$ cat src/sv/pse_pkg.sv
package pse_pkg;

  localparam int BYTE_W    = 8;
  localparam int POS_W     = 48;
  localparam int MIN_LEN_W = 6;
  localparam int MAX_LEN   = 32;
  localparam int IDX_W     = $clog2(MAX_LEN);
  localparam int LEN_W     = $clog2(MAX_LEN + 1);
  localparam int CMP_W     = (LEN_W > MIN_LEN_W) ? LEN_W : MIN_LEN_W;

  localparam logic [MIN_LEN_W-1:0] MIN_LEN_RESET = MIN_LEN_W'(4);
  localparam logic [BYTE_W-1:0]    NEWLINE_BYTE  = 8'h0A;
  localparam logic [BYTE_W-1:0]    PRINT_LO      = 8'h20;
  localparam logic [BYTE_W-1:0]    PRINT_HI      = 8'h7E;

  typedef struct packed {
    logic [BYTE_W-1:0] data_byte;
    logic [POS_W-1:0]  position;
    logic              end_of_range;
  } in_item_t;

  typedef struct packed {
    logic [BYTE_W-1:0] out_byte;
    logic [POS_W-1:0]  string_offset;
    logic              first_of_string;
    logic              end_of_string;
    logic              last_of_step;
  } out_item_t;

endpackage

$ cat src/sv/pse_cell.sv
module pse_cell
  import pse_pkg::*;
(
  input  logic              clk,
  input  logic              load,
  input  logic [BYTE_W-1:0] load_data,
  input  logic              shift,
  input  logic [BYTE_W-1:0] next_data,
  output logic [BYTE_W-1:0] cell_data
);

  logic [BYTE_W-1:0] data_r;

  // a load and a shift never coincide: loads happen while collecting, shifts while releasing
  always_ff @(posedge clk) begin
    if (load) begin
      data_r <= load_data;
    end else if (shift) begin
      data_r <= next_data;
    end
  end

  assign cell_data = data_r;

endmodule

$ cat src/sv/printable_string_extractor.sv
// Printable string extractor.
// Input channel (in_valid / in_stall / in_data): one scanned byte per request with its file
// offset and an end-of-range flag. Output channel (out_valid / out_stall / out_data): string
// bytes, each tagged with the offset where its string began; a newline with end_of_string
// closes each reported string, and last_of_step marks the final result of an input byte.
// Configuration (cfg_valid / cfg_ready / cfg_data): minimum reported run length, write only
// while the block is idle; cfg_ready is always high.
// Runs shorter than the minimum are collected in a row of byte cells. When a run reaches the
// minimum, the cells shift out toward cell 0, one byte per cycle while the output is free.
// A passed byte or a newline is in the output register in the cycle after its request is
// accepted; the first byte of a release is emitted from the release state after its load.
// Bytes that are held or pass straight through are taken one per cycle while the output is
// free; a passed byte that ends the range is followed by its newline. The byte that qualifies a
// run is loaded, then the cell row drains one cell a cycle while the output is free, followed
// by a newline if it also closes the run. A non-printable byte ending a reported string emits its newline.
// New bytes are taken only when no release or newline is pending.
// Reset (rst_n low, synchronous): clears the run state and the output valid, and sets the
// minimum length to 4. The cell contents are not cleared.
// While out_stall is high with out_valid set, the output register holds, and in_stall rises
// once the next result has nowhere to go.
module printable_string_extractor
  import pse_pkg::*;
(
  input  logic                 clk,
  input  logic                 rst_n,
  input  logic                 in_valid,
  output logic                 in_stall,
  input  in_item_t             in_data,
  output logic                 out_valid,
  input  logic                 out_stall,
  output out_item_t            out_data,
  input  logic                 cfg_valid,
  output logic                 cfg_ready,
  input  logic [MIN_LEN_W-1:0] cfg_data
);

  localparam logic [1:0] S_IDLE = 2'd0;
  localparam logic [1:0] S_REL  = 2'd1;
  localparam logic [1:0] S_NL   = 2'd2;

  logic [1:0]           state_r, state_nxt;
  logic [MIN_LEN_W-1:0] min_len_r;
  logic [LEN_W-1:0]     run_length_r, run_length_nxt;
  logic                 run_qualified_r, run_qualified_nxt;
  logic [POS_W-1:0]     run_start_r, run_start_nxt;
  logic [LEN_W-1:0]     rel_cnt_r, rel_cnt_nxt;
  logic                 rel_first_r, rel_first_nxt;
  logic                 nl_pend_r, nl_pend_nxt;
  logic                 out_valid_r, out_valid_nxt;
  out_item_t            out_item_r, out_item_nxt;

  logic                 accept;
  logic                 out_free;
  logic                 printable;
  logic [CMP_W-1:0]     min_ext;
  logic [LEN_W-1:0]     m_eff;
  logic [LEN_W-1:0]     new_len;
  logic                 emit;
  out_item_t            emit_item;
  logic [MAX_LEN-1:0]   load_vec;
  logic                 shift;
  logic [BYTE_W-1:0]    cell_bytes [MAX_LEN];

  assign cfg_ready = 1'b1;
  assign out_valid = out_valid_r;
  assign out_data  = out_item_r;

  assign out_free  = !out_valid_r || !out_stall;
  assign in_stall  = !((state_r == S_IDLE) && out_free);
  assign accept    = in_valid && !in_stall;
  assign printable = (in_data.data_byte >= PRINT_LO) && (in_data.data_byte <= PRINT_HI);
  assign min_ext   = CMP_W'(min_len_r);
  assign new_len   = run_length_r + LEN_W'(1);

  always_comb begin
    if (min_len_r == '0) begin
      m_eff = LEN_W'(1);
    end else if (min_ext > CMP_W'(MAX_LEN)) begin
      m_eff = LEN_W'(MAX_LEN);
    end else begin
      m_eff = LEN_W'(min_ext);
    end
  end

  always_comb begin
    state_nxt         = state_r;
    run_length_nxt    = run_length_r;
    run_qualified_nxt = run_qualified_r;
    run_start_nxt     = run_start_r;
    rel_cnt_nxt       = rel_cnt_r;
    rel_first_nxt     = rel_first_r;
    nl_pend_nxt       = nl_pend_r;
    emit              = 1'b0;
    emit_item         = '0;
    load_vec          = '0;
    shift             = 1'b0;

    case (state_r)
      S_IDLE: begin
        if (accept) begin
          if (printable) begin
            if (run_qualified_r) begin
              // pass straight through
              emit                      = 1'b1;
              emit_item.out_byte        = in_data.data_byte;
              emit_item.string_offset   = run_start_r;
              emit_item.last_of_step    = !in_data.end_of_range;
              if (in_data.end_of_range) begin
                state_nxt         = S_NL;
                run_qualified_nxt = 1'b0;
              end
            end else begin
              if (run_length_r == '0) begin
                run_start_nxt = in_data.position;
              end
              load_vec[run_length_r[IDX_W-1:0]] = 1'b1;
              if (new_len >= m_eff) begin
                state_nxt         = S_REL;
                rel_cnt_nxt       = new_len;
                rel_first_nxt     = 1'b1;
                nl_pend_nxt       = in_data.end_of_range;
                run_qualified_nxt = !in_data.end_of_range;
                run_length_nxt    = '0;
              end else if (in_data.end_of_range) begin
                run_length_nxt = '0;
              end else begin
                run_length_nxt = new_len;
              end
            end
          end else begin
            if (run_qualified_r) begin
              emit                    = 1'b1;
              emit_item.out_byte      = NEWLINE_BYTE;
              emit_item.string_offset = run_start_r;
              emit_item.end_of_string = 1'b1;
              emit_item.last_of_step  = 1'b1;
            end
            run_qualified_nxt = 1'b0;
            run_length_nxt    = '0;
          end
        end
      end
      S_REL: begin
        if (out_free) begin
          // drain cell 0 and advance the row
          emit                      = 1'b1;
          emit_item.out_byte        = cell_bytes[0];
          emit_item.string_offset   = run_start_r;
          emit_item.first_of_string = rel_first_r;
          emit_item.last_of_step    = (rel_cnt_r == LEN_W'(1)) && !nl_pend_r;
          shift                     = 1'b1;
          rel_first_nxt             = 1'b0;
          rel_cnt_nxt               = rel_cnt_r - LEN_W'(1);
          if (rel_cnt_r == LEN_W'(1)) begin
            state_nxt = nl_pend_r ? S_NL : S_IDLE;
          end
        end
      end
      S_NL: begin
        if (out_free) begin
          emit                    = 1'b1;
          emit_item.out_byte      = NEWLINE_BYTE;
          emit_item.string_offset = run_start_r;
          emit_item.end_of_string = 1'b1;
          emit_item.last_of_step  = 1'b1;
          state_nxt               = S_IDLE;
        end
      end
      default: begin
        state_nxt = S_IDLE;
      end
    endcase
  end

  always_comb begin
    out_valid_nxt = out_valid_r;
    out_item_nxt  = out_item_r;
    if (out_free) begin
      out_valid_nxt = emit;
      out_item_nxt  = emit_item;
    end
  end

  for (genvar i = 0; i < MAX_LEN; i++) begin : g_cell
    logic [BYTE_W-1:0] next_data;
    if (i == MAX_LEN - 1) begin : g_tail
      assign next_data = '0;
    end else begin : g_body
      assign next_data = cell_bytes[i+1];
    end
    pse_cell u_cell (
      .clk       (clk),
      .load      (load_vec[i]),
      .load_data (in_data.data_byte),
      .shift     (shift),
      .next_data (next_data),
      .cell_data (cell_bytes[i])
    );
  end

  always_ff @(posedge clk) begin
    if (!rst_n) begin
      state_r         <= S_IDLE;
      min_len_r       <= MIN_LEN_RESET;
      run_length_r    <= '0;
      run_qualified_r <= 1'b0;
      run_start_r     <= '0;
      rel_cnt_r       <= '0;
      rel_first_r     <= 1'b0;
      nl_pend_r       <= 1'b0;
      out_valid_r     <= 1'b0;
    end else begin
      state_r         <= state_nxt;
      run_length_r    <= run_length_nxt;
      run_qualified_r <= run_qualified_nxt;
      run_start_r     <= run_start_nxt;
      rel_cnt_r       <= rel_cnt_nxt;
      rel_first_r     <= rel_first_nxt;
      nl_pend_r       <= nl_pend_nxt;
      out_valid_r     <= out_valid_nxt;
      if (cfg_valid && cfg_ready) begin
        min_len_r <= cfg_data;
      end
    end
  end

  always_ff @(posedge clk) begin
    out_item_r <= out_item_nxt;
  end

  a_rel_count: assert property (@(posedge clk) disable iff (!rst_n)
    state_r == S_REL |-> rel_cnt_r != '0)
    else $error("release running with empty count");

  a_qual_empty: assert property (@(posedge clk) disable iff (!rst_n)
    run_qualified_r |-> run_length_r == '0)
    else $error("qualified run still holds bytes");

  a_len_bound: assert property (@(posedge clk) disable iff (!rst_n)
    run_length_r < LEN_W'(MAX_LEN))
    else $error("held run exceeds cell row");

  a_nl_closed: assert property (@(posedge clk) disable iff (!rst_n)
    state_r == S_NL |-> !run_qualified_r && run_length_r == '0)
    else $error("newline pending on an open run");

  a_rel_drop: assert property (@(posedge clk) disable iff (!rst_n)
    state_r == S_REL && out_free && rel_cnt_r == LEN_W'(1) && !nl_pend_r |=>
      state_r == S_IDLE && out_valid_r && out_data.last_of_step)
    else $error("release end not marked as last of step");

endmodule
$ cat config.mk
export PLATFORM = sky130hd
export DESIGN_NAME = printable_string_extractor
export DESIGN_NICKNAME = d
export VERILOG_FILES = /design/src/sv/pse_pkg.sv /design/src/sv/pse_cell.sv /design/src/sv/printable_string_extractor.sv
export SDC_FILE = /design/constraint.sdc
export NUM_CORES = 1
export LEC_CHECK = 0
export BUFFER_PORTS_ARGS = -buffer_cell sky130_fd_sc_hd__buf_2
export CAP_MARGIN = 20
export CORE_UTILIZATION = 45
export CTS_CLUSTER_DIAMETER = 60
export CTS_CLUSTER_SIZE = 30
export DETAILED_ROUTE_END_ITERATION = 8
export HOLD_SLACK_MARGIN = 0.08
export PLACE_DENSITY = 0.63
export SYNTH_ARGS = -nofsm -noshare
export SYNTH_HDL_FRONTEND = slang
export SYNTH_HIERARCHICAL = 1
export SYNTH_SLANG_ARGS = --single-unit
$ cat constraint.sdc
create_clock -name clk -period 6.83 [get_ports clk]
set_input_delay 0.683 -clock clk [delete_from_list [all_inputs] [get_ports clk]]
set_output_delay 0.683 -clock clk [all_outputs]
set_load 0.005 [all_outputs]
==> reports/metrics.cfg <==
[cts]
cts_sinks = 387
cts_tree = yes
clk_pin_slew_worst_paths_ns = 0.08
clk_latency_ns = 0.58
postCtsResizedCells = 0
cts-root-buf = clkbuf_16
ctsHoldBuffers = 0
htree_levels = 1
cts_buffers = 29
post_cts.repair.setup_buffers = 0
clockBufferDepth = 3

[layout]
fin_cells = 1813
diodes = 0
area_growth_pct = 10.6
final_layout_size_suffix_gt1_share_pct = 35.4
fill_cells = 3277
fin_nets = 1356
seqCellArea_um2 = 10900
multiInputGateArea_um2 = 6280

[logic_synthesis]
avgSynthCellArea_um2 = 15.3
syn_inst = 1158
synth-seq-cells = 387
yosysMostFrequentCell = edfxtp_1
synth-seq-area-share_pct = 61.4
ys_types = 53
ys_top_cells_by_count = edfxtp_1, mux2_4, nand2_1
syn_area_um2 = 17700
synth_top_area_cell = edfxtp_1
synth_top_cell_area_share_pct = 53.3
yosys_warnings = 6
ys.flop_type = edfxtp_1
synth_edf_count = 315
async_reset_ff_share_pct = 0
netlist_top_cells_area = edfxtp_1, mux2_4, dfxtp_1

[pwr]
leakagePower_nw = 7.53
total_power_mw = 4.62
p_per_area_nw_per_um2 = 235
ir_drop_v = 0.000192

[global_route]
grt_max_degree = 68
grt_pass1_wl_mm = 54.4
grt_overflow = 0
antenna_found_initial = 0
grt_pass1_vias = 9256
grt_use_total_pct = 17.3

[run_status]
status = finished, final reports clean

[die]
rows = 72
die-area_um2 = 40200
coreArea_um2 = 38700
io_pins = 130
fp.dieH_um = 201
dieWidth_um = 201
initial_core_util_pct = 45.8

[critical_path]
cp_common_cell = a21oi_1
crit_path_max_fanout = 14
timing.rr.end = rel_cnt_r[2]
cp_slowest_cell = a21oi_1
crit_path_max_incr_delay_ns = 0.91
startpoint = run_length_r[2]
reg2reg_depth = 9
end_kind = flip-flop
cp.arrival_ns = 4.24
crit_path_start_kind = flip-flop
timing.rr.start = run_length_r[2]
worstSetupPathType = reg -> reg
rrSetupSlack_ns = 3.05
endpoint = rel_cnt_r[2]
crit_path_cell_trace = nand3_1 -> nor3_1 -> xor2_1 -> ha_1 -> a21oi_1 -> o221ai_1 -> a21oi_1 -> nor4b_1 -> a311o_1
crit_required_ns = 7.29

[sta]
rsz0062_at_grt = no
finalSetupViolCount = 0
finalHoldViolations = 0
fin_crit_sh_pct = 55.4
fin_ws_ns = 3.05
fmax_ghz = 0.264
fin_setup_tns_ns = 0
clock_skew_ns = 0.0188
maxSlewHeadroom_pct = 28.5
min_period_ns = 3.78
tightest_slew_ns = 1.07
slew_violations = 0

[place]
routabilityCongestion = 0.784
place_inst = 1759
portBuffers = 128
dpl.hpwl_mm = 21.1
post-place-ws_ns = 2.78

[flow_run]
drv_cap = 0

[min_path]
hold_class = in -> reg

[detailed_routing]
drt_iter0_drc = 589
wl_mm = 34.9
drt_pass1_iterations = 5
vias = 9407
ant_nets = 0
vias_per_cell = 5.19
drc = 0
wl_per_cell_um = 19.2

cells by family (layout without fill, tap and decap cells):
logic type / after synthesis / after routing / share of synthesized area, %
buf+inv: 84 / 214 / 3.38
fa+ha+maj: 16 / 16 / 1.13
other cells: 2 / 9 / 0.0423
compound gates: 101 / 101 / 3.48
xor+xnor: 4 / 4 / 0.197
simple gates: 297 / 297 / 8.07
mux: 267 / 267 / 22.3
flops: 387 / 387 / 61.4
worst max-delay path: cells and delay by family (launching register included):
family	cells	cell delay [ns]
and+or+nand+nor	3	0.73
DFF	1	0.61
adders and majority gates	1	0.32
xor gates and xnor gates	1	0.32
AOI/OAI and AO/OA	4	1.68
placed cells by master (no fill, tap or decap), drive strengths merged, types with 2 or more instances in the layout:
cell type and count:
ha 16, a22o 5, a31oi 2, inv 30, a21oi 63, buf 141
edfxtp 315, or4 3, nor3 6, a32oi 2, or3b 2, o21bai 2
clkbuf 30, dfxtp 72, or3 2, or2 32, xor2 4, mux2i 11
o2111ai 2, a21o 2, conb 9, o221ai 2, clkinv 9, and2 51
a21boi 2, o31ai 2, nand3b 4, nand4 3, o21ai 6, nor2 59
nand2 118, mux2 256, nand3 10, clkinvlp 3, nand2b 3, a22oi 3
o32ai 2
state kept, by name, indices dropped and copies added (netlist names), 2 cells and up:
register,flops
run_start_r,48
state_r,2
g_cell.u_cell/cell_data,256
run_length_r,6
out_data,59
min_ext,6
rel_cnt_r,6
layer usage:
metal	GRT usage (%)	vias up	wire length, µm
met5	0	-	0
met4	4.03	0	708
met3	3.60	44	1930
met2	27.7	257	16200
met1	24.2	4675	16100
li1	-	4431	-
per-stage QoR:
step	hold WS, ns	util, %	area [µm²]
CTS	0.298	50.7	19600
global route	0.313	50.7	19600
floorplan	0.427	-	17800
finish	0.328	50.7	19600
detailed placement	0.440	48.1	18600
global placement	0.434	48.1	18600
power by group:
part	total (mW)	leakage, nW	switching (mW)	internal (mW)
Combinational	0.242	3.44	0.148	0.0940
Clock	1.76	0.474	0.896	0.864
Sequential	2.61	3.62	0.0212	2.59
layout make-up:
cell class	count	share of cell area, %
Clock inverter	24	1.29
Timing Repair Buffer	141	3.76
Multi-Input combinational cell	694	32.0
Sequential cell	387	55.5
Inverter	19	0.363
Clock buffer	30	3.72
Tap cell	518	3.30
how the worst min path moves through the flow:
stage | startpoint | end | depth (start not counted)
2_1_floorplan | run_start_r[0] | run_start_r[0] | 2
3_3_place_gp | run_start_r[26] | run_start_r[26] | 2
3_5_place_dp | run_start_r[40] | run_start_r[40] | 2
4_1_cts | cfg_data[2] | min_ext[2] | 3
5_1_grt | in_data[22] | run_start_r[21] | 3
6_report | cfg_data[2] | min_ext[2] | 3
Note: power is estimated with default switching activity, not from simulation.
